<file path="src/sv/utf8_pkg.sv">
`default_nettype none

package utf8_pkg;

  // Field widths.
  localparam int unsigned ByteW = 8;
  localparam int unsigned CpW   = 31;
  localparam int unsigned RemW  = 3;

  // Lead byte classes, tested from the longest prefix down.
  localparam logic [ByteW-1:0] Lead6Mask = 8'b1111_1100;
  localparam logic [ByteW-1:0] Lead5Mask = 8'b1111_1000;
  localparam logic [ByteW-1:0] Lead4Mask = 8'b1111_0000;
  localparam logic [ByteW-1:0] Lead3Mask = 8'b1110_0000;
  localparam logic [ByteW-1:0] Lead2Mask = 8'b1100_0000;
  localparam logic [ByteW-1:0] ContTag   = 8'b1000_0000;
  localparam logic [ByteW-1:0] ContMask  = 8'b0011_1111;

  // One input byte as held in the input register.
  typedef struct packed {
    logic             valid;
    logic [ByteW-1:0] data_byte;
    logic             last_byte;
  } byte_item_t;

  // Lead byte classification: continuation count and payload bits.
  typedef struct packed {
    logic [RemW-1:0] need;
    logic [4:0]      payload;
  } lead_info_t;

  function automatic lead_info_t classify_lead(logic [ByteW-1:0] b);
    lead_info_t info;
    info.need    = '0;
    info.payload = '0;
    if ((b & Lead6Mask) == Lead6Mask) begin
      info.need    = 3'd5;
      info.payload = {4'b0, b[0]};
    end else if ((b & Lead5Mask) == Lead5Mask) begin
      info.need    = 3'd4;
      info.payload = {3'b0, b[1:0]};
    end else if ((b & Lead4Mask) == Lead4Mask) begin
      info.need    = 3'd3;
      info.payload = {2'b0, b[2:0]};
    end else if ((b & Lead3Mask) == Lead3Mask) begin
      info.need    = 3'd2;
      info.payload = {1'b0, b[3:0]};
    end else if ((b & Lead2Mask) == Lead2Mask) begin
      info.need    = 3'd1;
      info.payload = b[4:0];
    end
    return info;
  endfunction

endpackage

`default_nettype wire

</file>
<file path="src/sv/utf8_if.sv">
`default_nettype none

// Byte stream channel.
interface utf8_byte_if;
  logic       valid;
  logic       ready;
  logic [7:0] data_byte;
  logic       last_byte;

  modport source (output valid, output data_byte, output last_byte, input ready);
  modport sink   (input valid, input data_byte, input last_byte, output ready);
endinterface

// Decoded code point channel.
interface utf8_cp_if;
  logic        valid;
  logic        ready;
  logic [30:0] code_point;
  logic        error;
  logic [7:0]  bad_byte;
  logic        truncated;

  modport source (output valid, output code_point, output error, output bad_byte,
                  output truncated, input ready);
  modport sink   (input valid, input code_point, input error, input bad_byte,
                  input truncated, output ready);
endinterface

`default_nettype wire

</file>
<file path="src/sv/utf8_in_stage.sv">
`default_nettype none

module utf8_in_stage (
  input  wire logic                 clk_i,
  input  wire logic                 rst_ni,
  utf8_byte_if.sink                 in_i,
  input  wire logic                 adv_i,
  output utf8_pkg::byte_item_t      item_o
);
  import utf8_pkg::*;

  logic             vld_q, vld_d;
  logic [ByteW-1:0] byte_q;
  logic             last_q;
  logic             load;

  // The register takes a new transaction when empty or when it drains this cycle.
  assign in_i.ready = !vld_q || adv_i;
  assign load       = in_i.valid && in_i.ready;

  always_comb begin
    vld_d = vld_q;
    if (in_i.ready) begin
      vld_d = in_i.valid;
    end
  end

  always_ff @(posedge clk_i or negedge rst_ni) begin
    if (!rst_ni) begin
      vld_q <= 1'b0;
    end else begin
      vld_q <= vld_d;
    end
  end

  // Payload needs no reset.
  always_ff @(posedge clk_i) begin
    if (load) begin
      byte_q <= in_i.data_byte;
      last_q <= in_i.last_byte;
    end
  end

  assign item_o.valid     = vld_q;
  assign item_o.data_byte = byte_q;
  assign item_o.last_byte = last_q;

endmodule

`default_nettype wire

</file>
<file path="src/sv/utf8_core.sv">
`default_nettype none

module utf8_core (
  input  wire logic                 clk_i,
  input  wire logic                 rst_ni,
  input  wire utf8_pkg::byte_item_t item_i,
  output logic                      adv_o,
  utf8_cp_if.source                 out_o
);
  import utf8_pkg::*;

  logic [RemW-1:0]  rem_q, rem_d;
  logic [CpW-1:0]   acc_q, acc_d;
  logic             res_vld_q, res_vld_d;
  logic [CpW-1:0]   cp_q, cp_d;
  logic             err_q, err_d;
  logic [ByteW-1:0] bad_q, bad_d;
  logic             trunc_q, trunc_d;
  logic             emit;
  logic             fire;
  logic [ByteW-1:0] b;
  lead_info_t       lead;
  logic [CpW-1:0]   acc_shift;
  logic [RemW-1:0]  rem_dec;

  // The result register moves when empty or when its transaction is taken.
  assign adv_o = !res_vld_q || out_o.ready;
  assign fire  = item_i.valid && adv_o;

  assign b         = item_i.data_byte;
  assign lead      = classify_lead(b);
  assign acc_shift = {acc_q[CpW-7:0], b[5:0]};
  assign rem_dec   = rem_q - 3'd1;

  // Decode step: state update and the result it causes.
  always_comb begin
    rem_d   = rem_q;
    acc_d   = acc_q;
    emit    = 1'b0;
    cp_d    = '0;
    err_d   = 1'b0;
    bad_d   = '0;
    trunc_d = 1'b0;
    if (rem_q == '0) begin
      if (lead.need == '0) begin
        // Plain byte or stray continuation passes through unchanged.
        emit = 1'b1;
        cp_d = {{(CpW-ByteW){1'b0}}, b};
      end else if (item_i.last_byte) begin
        emit    = 1'b1;
        cp_d    = {{(CpW-5){1'b0}}, lead.payload};
        trunc_d = 1'b1;
        acc_d   = '0;
      end else begin
        acc_d = {{(CpW-5){1'b0}}, lead.payload};
        rem_d = lead.need;
      end
    end else if ((b & Lead2Mask) != ContTag) begin
      // Malformed continuation aborts the sequence.
      emit  = 1'b1;
      err_d = 1'b1;
      bad_d = b;
      rem_d = '0;
      acc_d = '0;
    end else if (rem_dec == '0) begin
      emit  = 1'b1;
      cp_d  = acc_shift;
      rem_d = '0;
      acc_d = '0;
    end else if (item_i.last_byte) begin
      emit    = 1'b1;
      cp_d    = acc_shift;
      trunc_d = 1'b1;
      rem_d   = '0;
      acc_d   = '0;
    end else begin
      acc_d = acc_shift;
      rem_d = rem_dec;
    end
  end

  always_comb begin
    res_vld_d = res_vld_q;
    if (adv_o) begin
      res_vld_d = fire && emit;
    end
  end

  always_ff @(posedge clk_i or negedge rst_ni) begin
    if (!rst_ni) begin
      rem_q     <= '0;
      acc_q     <= '0;
      res_vld_q <= 1'b0;
    end else begin
      res_vld_q <= res_vld_d;
      if (fire) begin
        rem_q <= rem_d;
        acc_q <= acc_d;
      end
    end
  end

  // Result payload is loaded only with a result.
  always_ff @(posedge clk_i) begin
    if (fire && emit) begin
      cp_q    <= cp_d;
      err_q   <= err_d;
      bad_q   <= bad_d;
      trunc_q <= trunc_d;
    end
  end

  assign out_o.valid      = res_vld_q;
  assign out_o.code_point = cp_q;
  assign out_o.error      = err_q;
  assign out_o.bad_byte   = bad_q;
  assign out_o.truncated  = trunc_q;

endmodule

`default_nettype wire

</file>
<file path="src/sv/utf8_decoder_top.sv">
// UTF-8 decoder, original form with sequences of up to six bytes.
// A byte that completes a symbol passes the input register and then the result register before its result shows.
// Throughput: one byte per cycle when not stalled, set by the input register and the result register.
// Each byte passes one decode step between them; backpressure stalls both registers.
// Reset: rst_ni is asynchronous, active low, and clears the sequence state and both valids.
`default_nettype none

module utf8_decoder_top (
  input  wire logic clk_i,
  input  wire logic rst_ni,
  utf8_byte_if.sink in_i,
  utf8_cp_if.source out_o
);
  import utf8_pkg::*;

  byte_item_t item;
  logic       adv;

  // Input register.
  utf8_in_stage u_in_stage (
    .clk_i  (clk_i),
    .rst_ni (rst_ni),
    .in_i   (in_i),
    .adv_i  (adv),
    .item_o (item)
  );

  // Decode step and result register.
  utf8_core u_core (
    .clk_i  (clk_i),
    .rst_ni (rst_ni),
    .item_i (item),
    .adv_o  (adv),
    .out_o  (out_o)
  );

endmodule

`default_nettype wire

</file>
<file path="src/flat_wrapper.sv">
// flat-port wrapper written by rule: the top's interface ports become plain ports
module utf8_decoder_top_flat import utf8_pkg::*;
  (clk_i, rst_ni, in_i_valid, in_i_data_byte, in_i_last_byte, in_i_ready, out_o_valid, out_o_code_point, out_o_error, out_o_bad_byte, out_o_truncated, out_o_ready);
  utf8_byte_if in_i_i ();
  utf8_cp_if out_o_i ();
  input  wire logic clk_i;
  input  wire logic rst_ni;
  input wire logic [$bits(in_i_i.valid)-1:0] in_i_valid;
  input wire logic [$bits(in_i_i.data_byte)-1:0] in_i_data_byte;
  input wire logic [$bits(in_i_i.last_byte)-1:0] in_i_last_byte;
  output wire logic [$bits(in_i_i.ready)-1:0] in_i_ready;
  output wire logic [$bits(out_o_i.valid)-1:0] out_o_valid;
  output wire logic [$bits(out_o_i.code_point)-1:0] out_o_code_point;
  output wire logic [$bits(out_o_i.error)-1:0] out_o_error;
  output wire logic [$bits(out_o_i.bad_byte)-1:0] out_o_bad_byte;
  output wire logic [$bits(out_o_i.truncated)-1:0] out_o_truncated;
  input wire logic [$bits(out_o_i.ready)-1:0] out_o_ready;
  assign in_i_i.valid = in_i_valid;
  assign in_i_i.data_byte = in_i_data_byte;
  assign in_i_i.last_byte = in_i_last_byte;
  assign in_i_ready = in_i_i.ready;
  assign out_o_valid = out_o_i.valid;
  assign out_o_code_point = out_o_i.code_point;
  assign out_o_error = out_o_i.error;
  assign out_o_bad_byte = out_o_i.bad_byte;
  assign out_o_truncated = out_o_i.truncated;
  assign out_o_i.ready = out_o_ready;
  utf8_decoder_top u_core (.clk_i(clk_i), .rst_ni(rst_ni), .in_i(in_i_i), .out_o(out_o_i));
endmodule
</file>
<file path="config.mk">
export PLATFORM = sky130hd
export DESIGN_NAME = utf8_decoder_top_flat
export DESIGN_NICKNAME = d
export VERILOG_FILES = /design/src/sv/utf8_pkg.sv /design/src/sv/utf8_if.sv /design/src/sv/utf8_in_stage.sv /design/src/sv/utf8_core.sv /design/src/sv/utf8_decoder_top.sv /design/src/flat_wrapper.sv
export SDC_FILE = /design/constraint.sdc
export NUM_CORES = 1
export LEC_CHECK = 0
export ABC_AREA = 1
export BUFFER_PORTS_ARGS = -buffer_cell sky130_fd_sc_hd__buf_2
export CAP_MARGIN = 20
export CORE_AREA = 2 2 86 88
export DETAILED_ROUTE_END_ITERATION = 16
export DIE_AREA = 0 0 88 90
export HOLD_SLACK_MARGIN = 0.12
export PLACE_DENSITY = 0.74
export SYNTH_ARGS = -nofsm -noshare
export SYNTH_HDL_FRONTEND = slang
export SYNTH_SLANG_ARGS = --single-unit
</file>
<file path="constraint.sdc">
create_clock -name clk_i -period 3.53 [get_ports clk_i]
set_clock_uncertainty 0.05 [all_clocks]
set_input_delay 0.353 -clock clk_i [delete_from_list [all_inputs] [get_ports clk_i]]
set_output_delay 0.353 -clock clk_i [all_outputs]
set_load 0.1 [all_outputs]
</file>
==> impl_metrics.json, run 1 <==
{
  "status": "finished, final reports clean",
  "worstSetupStartpoint": "u_core.u_core.rem_q[0]",
  "regToRegEndpoint": "u_core.u_core.out_o.code_point[20]",
  "drt_first_iter_violations": 174,
  "grt_max_degree": 31,
  "p_per_area_mw_per_mm2": 818,
  "numCtsBuffers": 9,
  "die_area_mm2": 0.00792,
  "pin_count": 56,
  "grt_use_total_pct": 18.5,
  "ant_nets": 0,
  "synthSimpleGateAreaFrac_pct": 23.9,
  "ctsResizeCount": 0,
  "setup_tns_ns": 0,
  "overflow": 0,
  "cts_sinks": 80,
  "rsz0062_at_grt": "false",
  "synthMuxAreaShare_pct": 0,
  "p_clk_share_pct": 20.1,
  "placed_area_mm2": 0.00376,
  "fmax_mhz": 397,
  "dp.cells": 489,
  "yosysWarnings": 0,
  "regArea_mm2": 0.00225,
  "yosysTopAreaCellShare_pct": 44.0,
  "synth_compound_area_share_pct": 1.87,
  "syn_area_mm2": 0.00342,
  "die_h_um": 90,
  "slew_headroom_pct": 51.4,
  "synth_area_leader_cell": "edfxtp_1",
  "nFillCells": 605,
  "die_x_um": 88,
  "syn_to_final_growth_pct": 18.7,
  "p_int_uw": 1700,
  "vdd_ir_drop_max_v": 0.000425,
  "core_mm2": 0.00702,
  "crit_path_start_kind": "register",
  "multi_input_area_um2": 925,
  "post-dp-hpwl_mm": 4.58,
  "pwr-share-comb_pct": 42.0,
  "antenna_found_initial": 0,
  "path_clk_slew_ns": 0.08,
  "r2r-start": "u_core.u_core.rem_q[0]",
  "clk_latency_ns": 0.36,
  "synthesis.instances": 343,
  "min_period_ns": 2.52,
  "ys_ff_latch": 80,
  "synth_fa_ha_area_share_pct": 1.10,
  "end_kind": "register",
  "crit_type": "register to register",
  "crit_chain": "inv_1 > ha_1 > inv_1 > nand2_1 > nand2_1 > nand2_2 > nand2_2 > nand2_1 > nor2_4 > buf_4",
  "yosys-top-cells-area": "edfxtp_1, dfrtp_1, nand2_1, nand3_1, inv_1",
  "avgSynthCellArea_um2": 9.96,
  "globalplace.congestion": 0.924,
  "cp.required_ns": 3.53,
  "critPathMaxFanout": 25,
  "io_buffers": 55,
  "cts_tree": "built",
  "antenna-diode-count": 0,
  "total_leakage_power_uw": 0.00188,
  "period_share_pct": 71.4,
  "slew_violations": 0,
  "drc": 0,
  "max_stage_delay_ns": 0.58,
  "start_util_pct": 48.7,
  "power.switching_uw": 1610,
  "num-nets-final": 427,
  "firstDrtPassIters": 4,
  "first_global_vias": 2409,
  "clock_path_buffers": 2,
  "syn-num-nets": 359,
  "arrival_ns": 2.52,
  "min_path_type": "input pin to register",
  "synth_xor_area_share_pct": 0,
  "synth_top_family_by_area": "simple AND/OR/NAND/NOR gates",
  "layout-drive-gt1-share_pct": 20.7,
  "setup_violations": 0,
  "fp-row-count": 31,
  "ys_types": 22,
  "wl_per_cell_um": 12.8,
  "wl_mm": 6.61,
  "p_seq_share_pct": 37.9,
  "critPathSlowestCell": "nor2_4",
  "cap_violations": 0,
  "finalNonFillerCells": 515,
  "drt-vias-per-instance": 4.80,
  "p_sw_share_pct": 48.6,
  "final_area_mm2": 0.00405,
  "reg2regPathDepth": 10,
  "route.vias.total": 2474,
  "hold_viol_final": 0,
  "max_slew.worst_pin.slew_ns": 0.728,
  "crit_top_cell": "nand2_1",
  "yosysSeqAreaShare_pct": 65.9,
  "ff2ff_setup_slack_ns": 1.01,
  "crit_end": "u_core.u_core.out_o.code_point[20]",
  "cts-htree-levels": 3,
  "grt_pass1_wl_mm": 11.2,
  "cts-root-buf": "clkbuf_8"
}
## how the worst min path moves through the flow
stage | slack [ns] | startpoint | endpoint | cells past startpoint
floorplan | 0.007 | rst_ni | u_core.u_core.acc_q[0] | 0
global placement | 0.37 | rst_ni | u_core.u_core.acc_q[12] | 1
detailed placement | 0.37 | rst_ni | u_core.u_core.acc_q[18] | 1
CTS | 0.12 | in_i_data_byte[6] | u_core.u_in_stage.byte_q[6] | 1
global route | 0.17 | in_i_valid | u_core.u_in_stage.vld_q | 3
finish | 0.18 | in_i_valid | u_core.u_in_stage.vld_q | 3
## cells in the mapped netlist, drive strengths merged
cell,number
nand3,36
ha,3
edfxtp,50
a21oi,4
nand4,1
inv,46
nor2,43
dfrtp,30
nor3,3
nand2,112
o211ai,1
o21ai,5
buf,9
## stage by stage
step	utilization, %	setup slack, ns	power [uW]	hold WS, ns
final	57.7	1.01	3320	0.176
after CTS	57.6	0.969	3340	0.122
after detailed placement	53.5	0.989	2670	0.371
after global placement	53.5	1.11	2650	0.366
after floorplan	-	0.199	2470	0.00741
after global routing	57.7	0.760	3460	0.172
## routing by layer
layer | global-route usage, % | vias to the layer above | wire length [um]
met2 | 29.0 | 61 | 3290
met3 | 5.23 | 9 | 312
met1 | 25.1 | 1176 | 2920
met4 | 5.38 | 0 | 86
li1 | - | 1228 | -
met5 | 0 | - | 0
## cells by family after synthesis
kind of cell | Yosys count
compound gates | 10
buf+inv | 55
simple gates | 195
flops | 80
fa+ha+maj | 3
## state kept, by name (all words and copies together), names as in the netlist
signal,count
u_core.u_core.out_o.code_point,31
u_core.u_in_stage.byte_q,8
u_core.u_core.acc_q,25
u_core.u_core.out_o.bad_byte,8
u_core.u_core.rem_q,3
u_core.u_core.out_o.valid,1
u_core.u_in_stage.last_q,1
u_core.u_core.out_o.error,1
u_core.u_in_stage.vld_q,1
u_core.u_core.out_o.truncated,1
## critical path, delay by kind of cell, from the launching register on
| family | cells | cell delay (ns) |
|---|---|---|
| simple gates | 6 | 1.08 |
| buf+inv | 3 | 0.48 |
| fa+ha+maj | 1 | 0.21 |
| flops | 1 | 0.37 |
## power by group through the flow
stage               Clock [uW]  Combinational (uW)  Sequential (uW)
floorplan                    0                 333             2130
global placement             0                1380             1270
detailed placement           0                1390             1280
CTS                        679                1400             1260
global route               716                1460             1280
finish                     666                1390             1260
## cells in the final DEF, fill, tap and decap left out, types with 2 or more instances in the layout
cell type      Yosys  final
nand2_2            5      5
a21oi_1            3      3
nor2_4             1      2
inv_2              3      3
nor3_1             3      3
edfxtp_1          50     50
dlygate4sd3_1      0     10
buf_2              3     55
inv_6              0      2
nand2_1          106    106
clkbuf_8           0      9
nand3_1           36     36
inv_1             42     42
clkinvlp_4         0      2
nor2_1            40     39
ha_1               3      3
dfrtp_1           30     30
nor2_2             2      2
o21ai_0            5      5
## cell type report
type | count | share of cell area [%]
Multi-Input combinational cell | 208 | 22.8
Clock buffer | 10 | 3.15
Sequential cell | 80 | 55.6
Clock inverter | 6 | 1.67
Tap cell | 99 | 3.06
Inverter | 46 | 4.32
Timing Repair Buffer | 66 | 9.44
## repair_timing
action                                 CTS  global route
setup buffers                            0             0
endpoints found under the hold margin   38             1
setup endpoints to repair                0             0
hold buffers                             9             1
Note: power is estimated with default switching activity, not from simulation.
==> run 2, diff against run 1 <==
==> constraint.sdc (replaced) <==
create_clock -name clk_i -period 2.15 [get_ports clk_i]
set_clock_uncertainty 0.05 [all_clocks]
set_input_delay 0.215 -clock clk_i [delete_from_list [all_inputs] [get_ports clk_i]]
set_output_delay 0.215 -clock clk_i [all_outputs]
set_load 0.1 [all_outputs]
==> impl_metrics.json, run 2 (synthesis gave the netlist of run 1 again) <==
{
  "drc": 0,
  "cts_tree": "built",
  "cts-root-buf": "clkbuf_8",
  "pwr-share-comb_pct": 45.8,
  "path_clk_slew_ns": 0.09,
  "crit_type": "register to register",
  "most-common-layout-cells": "nand2_1, buf_2, edfxtp_1, inv_1, nor2_1",
  "min_period_ns": 1.99,
  "die_h_um": 90,
  "max_stage_delay_ns": 0.50,
  "end_kind": "register",
  "crit_path_start_kind": "register",
  "status": "finished, final reports clean",
  "placed_area_mm2": 0.00387,
  "clock_path_buffers": 2,
  "post-dp-hpwl_mm": 4.91,
  "fp-row-count": 31,
  "drt_first_iter_violations": 133,
  "fmax_mhz": 503,
  "layout-drive-gt1-share_pct": 24.5,
  "critPathSlowestCell": "nor2_4",
  "grt_util_met1_pct": 26.5,
  "start_util_pct": 48.7,
  "wl_per_cell_um": 13.4,
  "die_x_um": 88,
  "cts-htree-levels": 3,
  "path_buf_inv": 1,
  "p_int_uw": 2880,
  "min_path_type": "input pin to register",
  "hold_viol_final": 0,
  "gr-usage-met2_pct": 31.6,
  "worst_slack_ns": 0.163,
  "period_share_pct": 92.4,
  "cap_violations": 0,
  "total_leakage_power_uw": 0.00195,
  "clk_latency_ns": 0.36,
  "route.vias.total": 2566,
  "antenna-diode-count": 0,
  "multi_input_area_um2": 951,
  "grt_pass1_wl_mm": 11.9,
  "nFillCells": 582,
  "grt_use_total_pct": 19.9,
  "syn_to_final_growth_pct": 22.6,
  "pin_count": 56,
  "p_per_area_mw_per_mm2": 1380,
  "final_common_cell": "nand2_1",
  "crit_chain": "inv_2 > ha_2 > nand2_4 > nand2_2 > nor2_4 > nand2_2 > nand2_4 > nor2_4",
  "wl_mm": 7.09,
  "drt-vias-per-instance": 4.83,
  "first_global_vias": 2465,
  "num-nets-final": 443,
  "numCtsBuffers": 9,
  "globalplace.congestion": 0.847,
  "io_buffers": 55,
  "p_sw_share_pct": 50.1,
  "cts_sinks": 80,
  "post_cts.repair.setup_buffers": 0,
  "firstDrtPassIters": 5,
  "rsz0062_at_grt": "false",
  "vdd_ir_drop_max_v": 0.000679,
  "overflow": 0,
  "die_area_mm2": 0.00792,
  "slew_headroom_pct": 56.3,
  "cpLargestDelayFamily": "simple AND/OR/NAND/NOR gates",
  "setup_violations": 0,
  "critPathMaxFanout": 20,
  "p_seq_share_pct": 36.2,
  "ant_nets": 0,
  "top_usage_layer": "met2",
  "core_mm2": 0.00702,
  "arrival_ns": 1.93,
  "regArea_mm2": 0.00225,
  "max_slew.worst_pin.slew_ns": 0.655,
  "p_clk_share_pct": 18.0,
  "final_area_mm2": 0.00419,
  "cp.required_ns": 2.10,
  "met3_usage_pct": 3.86,
  "largest_reg_flops": 31,
  "grt_max_degree": 31,
  "power.switching_uw": 2890,
  "antenna_found_initial": 0,
  "slew_violations": 0,
  "place_ws_ns": -0.270
}
-- run 2: path summary, 6_finish.rpt --
| check | start | to | slack [ns] | depth (start not counted) |
|---|---|---|---|---|
| max | u_core.u_core.rem_q[0] | u_core.u_core.out_o.bad_byte[6] | 0.16 | 8 |
| min | out_o_ready | u_core.u_core.out_o.valid | 0.16 | 4 |
| max reg2reg | u_core.u_core.rem_q[0] | u_core.u_core.out_o.bad_byte[6] | 0.16 | 8 |
| min reg2reg | u_core.u_core.acc_q[22] | u_core.u_core.acc_q[22] | 0.44 | 2 |
| max in group asynchronous | rst_ni | u_core.u_core.out_o.valid | 1.23 | 2 |
| min in group asynchronous | rst_ni | u_core.u_core.acc_q[19] | 0.36 | 2 |
-- run 2: final cells by class --
| class | instances | area share, % |
|---|---|---|
| Clock buffer | 9 | 2.96 |
| Clock inverter | 7 | 1.46 |
| Inverter | 46 | 4.18 |
| Multi-Input combinational cell | 209 | 22.7 |
| Sequential cell | 80 | 53.8 |
| Tap cell | 99 | 2.96 |
| Timing Repair Buffer | 81 | 11.9 |
-- run 2: power by group through the flow --
stage | registers (uW) | clock network, uW | logic, uW
4_1_cts | 2090 | 1060 | 2660
2_1_floorplan | 3500 | 0 | 559
3_5_place_dp | 2130 | 0 | 2620
5_1_grt | 2120 | 1130 | 2810
6_report | 2090 | 1040 | 2640
3_3_place_gp | 2120 | 0 | 2610
-- run 2: tightest hold or removal path: stages --
cell and delay, ns:
buf_2 0.07, inv_1 0.05, nand2_1 0.08, o21ai_0 0.11
-- run 2: stage by stage --
step	setup TNS, ns	hold slack [ns]	std cells	util [%]	total power, uW
after CTS	0	0.149	531	59.6	5820
after global routing	0	0.188	531	59.7	6060
after floorplan	0	-0.131	343	-	4060
final	0	0.165	531	59.7	5770
after global placement	-7.34	0.235	502	55.1	4730
after detailed placement	-10.93	0.234	502	55.1	4750
-- run 2: metal layers --
metal | part of all wire (%) | up-vias | wire length, um
li1 | - | 1264 | -
met1 | 44 | 1235 | 3110
met2 | 51 | 63 | 3630
met3 | 4.4 | 4 | 309
met4 | 0.65 | 0 | 46
met5 | 0 | - | 0
-- run 2: timing repair --
item,4_1_cts,5_1_grt
hold endpoints to repair,40,0
gates cloned,1,0
setup endpoints to repair,41,41
pin swaps,1,1
hold buffers,12,0
gates resized for setup,1,2
==> run 3, diff against run 2 <==
==> constraint.sdc (replaced) <==
create_clock -name clk_i -period 2.15 [get_ports clk_i]
set_clock_uncertainty 0.05 [all_clocks]
set_input_delay 0.215 -clock clk_i [delete_from_list [all_inputs] [get_ports clk_i]]
set_output_delay 0.215 -clock clk_i [all_outputs]
set_load 0.02 [all_outputs]
==> impl_metrics.json, run 3 (synthesis gave the netlist of run 1 again) <==
{
  "hold_viol_final": 0,
  "antenna_found_initial": 0,
  "crit_type": "register to register",
  "path_clk_slew_ns": 0.08,
  "post-dp-hpwl_mm": 4.93,
  "p_seq_share_pct": 48.5,
  "critPathSlowestCell": "dfrtp_1",
  "setup_violations": 0,
  "drt-vias-per-instance": 4.79,
  "die_h_um": 90,
  "cap_violations": 0,
  "wl_per_cell_um": 13.8,
  "min_path_type": "input pin to asynchronous set/reset pin",
  "cts-root-buf": "clkbuf_8",
  "drc": 0,
  "power.switching_uw": 1500,
  "io_buffers": 55,
  "r2r-start": "u_core.u_core.rem_q[0]",
  "worstSetupStartpoint": "u_core.u_core.rem_q[0]",
  "crit_path_start_kind": "register",
  "crit_top_cell": "nand2_2",
  "p_per_area_mw_per_mm2": 1030,
  "die_area_mm2": 0.00792,
  "start_util_pct": 48.7,
  "min_period_ns": 1.98,
  "first_global_vias": 2474,
  "max_stage_delay_ns": 0.39,
  "total_leakage_power_uw": 0.00192,
  "ctsResizeCount": 0,
  "cts_tree": "built",
  "grt_util_met1_pct": 25.8,
  "num-nets-final": 435,
  "cp.depth": 10,
  "slew_violations": 0,
  "period_share_pct": 92.1,
  "cts-htree-levels": 3,
  "crit_chain": "inv_1 > ha_1 > inv_1 > nand2_1 > nand2_1 > nand2_2 > nand2_2 > nand2_2 > nor2_4 > buf_12",
  "path_buf_inv": 3,
  "numCtsBuffers": 9,
  "max_slew.worst_pin.slew_ns": 0.692,
  "core_mm2": 0.00702,
  "met3_usage_pct": 4.41,
  "grt_use_total_pct": 19.7,
  "p_clk_share_pct": 23.5,
  "holdWs_ns": 0.394,
  "setup_tns_ns": 0,
  "firstDrtPassIters": 4,
  "pwr-share-comb_pct": 27.9,
  "regArea_mm2": 0.00225,
  "nFillCells": 612,
  "fp-row-count": 31,
  "clock_path_buffers": 2,
  "arrival_ns": 1.96,
  "pin_count": 56,
  "slew_headroom_pct": 53.9,
  "ant_nets": 0,
  "most-common-layout-cells": "nand2_1, buf_2, edfxtp_1, inv_1, nor2_1",
  "status": "finished, final reports clean",
  "route.vias.total": 2506,
  "overflow": 0,
  "reg2regPathDepth": 10,
  "grt_pass1_wl_mm": 11.8,
  "clk_latency_ns": 0.35,
  "globalplace.congestion": 0.892,
  "largest_reg_flops": 31,
  "regToRegEndpoint": "u_core.u_core.out_o.bad_byte[2]",
  "gr-usage-met2_pct": 32.3,
  "rsz0062_at_grt": "false",
  "die_x_um": 88,
  "p_int_uw": 2760,
  "layout-drive-gt1-share_pct": 22.2,
  "multi_input_area_um2": 930,
  "critPathMaxFanout": 41,
  "wl_mm": 7.20,
  "end_kind": "register",
  "syn_to_final_growth_pct": 20.7,
  "grt_max_degree": 42,
  "ctsHoldBuffers": 13,
  "p_sw_share_pct": 35.2,
  "drt_first_iter_violations": 175,
  "cp.required_ns": 2.13,
  "fmax_mhz": 505,
  "crit_end": "u_core.u_core.out_o.bad_byte[2]",
  "antenna-diode-count": 0,
  "cpLargestDelayFamily": "simple AND/OR/NAND/NOR gates",
  "ff2ff_setup_slack_ns": 0.17,
  "final_common_cell": "nand2_1",
  "cts_sinks": 80,
  "vdd_ir_drop_max_v": 0.000673,
  "top_usage_layer": "met2",
  "post_cts.repair.setup_buffers": 0
}
==> run 3: cell types whose count changed in the layout (fill, tap and decap cells not counted), sizes merged <==
| cell | previous run | this run |
|---|---|---|
| clkinv | 1 | 3 |
| inv | 50 | 47 |
| dlygate4sd3 | 12 | 13 |
| nor2 | 44 | 43 |
| buf | 69 | 61 |
| clkbuf | 9 | 10 |
==> run 3: cell type report <==
| cell class | count | area share, % |
|---|---|---|
| inverters | 46 | 4.25 |
| flip-flops and latches | 80 | 54.6 |
| clock inverters | 6 | 1.03 |
| repair buffers | 74 | 11.2 |
| well taps | 99 | 3.00 |
| clock buffers | 10 | 3.34 |
| multi-input cells | 208 | 22.5 |
==> run 3: stage by stage <==
step           cells  total power, uW  utilization [%]  worst slack (ns)  cell area, um2
2_1_floorplan    343             2890                -           0.00839            3430
3_3_place_gp     494             3260             54.3             0.282            3810
3_5_place_dp     494             3290             54.3             0.192            3810
4_1_cts          523             4310             58.7             0.169            4120
5_1_grt          523             4490             58.7            0.0648            4120
6_report         523             4270             58.7             0.170            4120
==> run 3: power by group through the flow <==
stage	combinational (uW)	clock (uW)	sequential, uW
2_1_floorplan	540	0	2350
3_3_place_gp	1160	0	2100
3_5_place_dp	1180	0	2110
4_1_cts	1200	1030	2070
5_1_grt	1300	1090	2100
6_report	1190	1000	2070
==> run 3: worst min-delay path by stage <==
stage,start,endpoint,slack (ns),cells after the start
after floorplan,rst_ni,u_core.u_core.acc_q[0],-0.13,0
final,rst_ni,u_core.u_core.rem_q[0],0.39,2
after global routing,rst_ni,u_core.u_core.acc_q[2],0.45,2
after global placement,rst_ni,u_core.u_in_stage.vld_q,0.23,1
after CTS,rst_ni,u_core.u_core.rem_q[0],0.40,2
after detailed placement,rst_ni,u_core.u_in_stage.vld_q,0.24,1
==> run 3: layer usage <==
metal	share of wire, %	up-vias
li1	-	1247
met1	43	1171
met2	50	75
met3	4.2	13
met4	2.5	0
met5	0	-
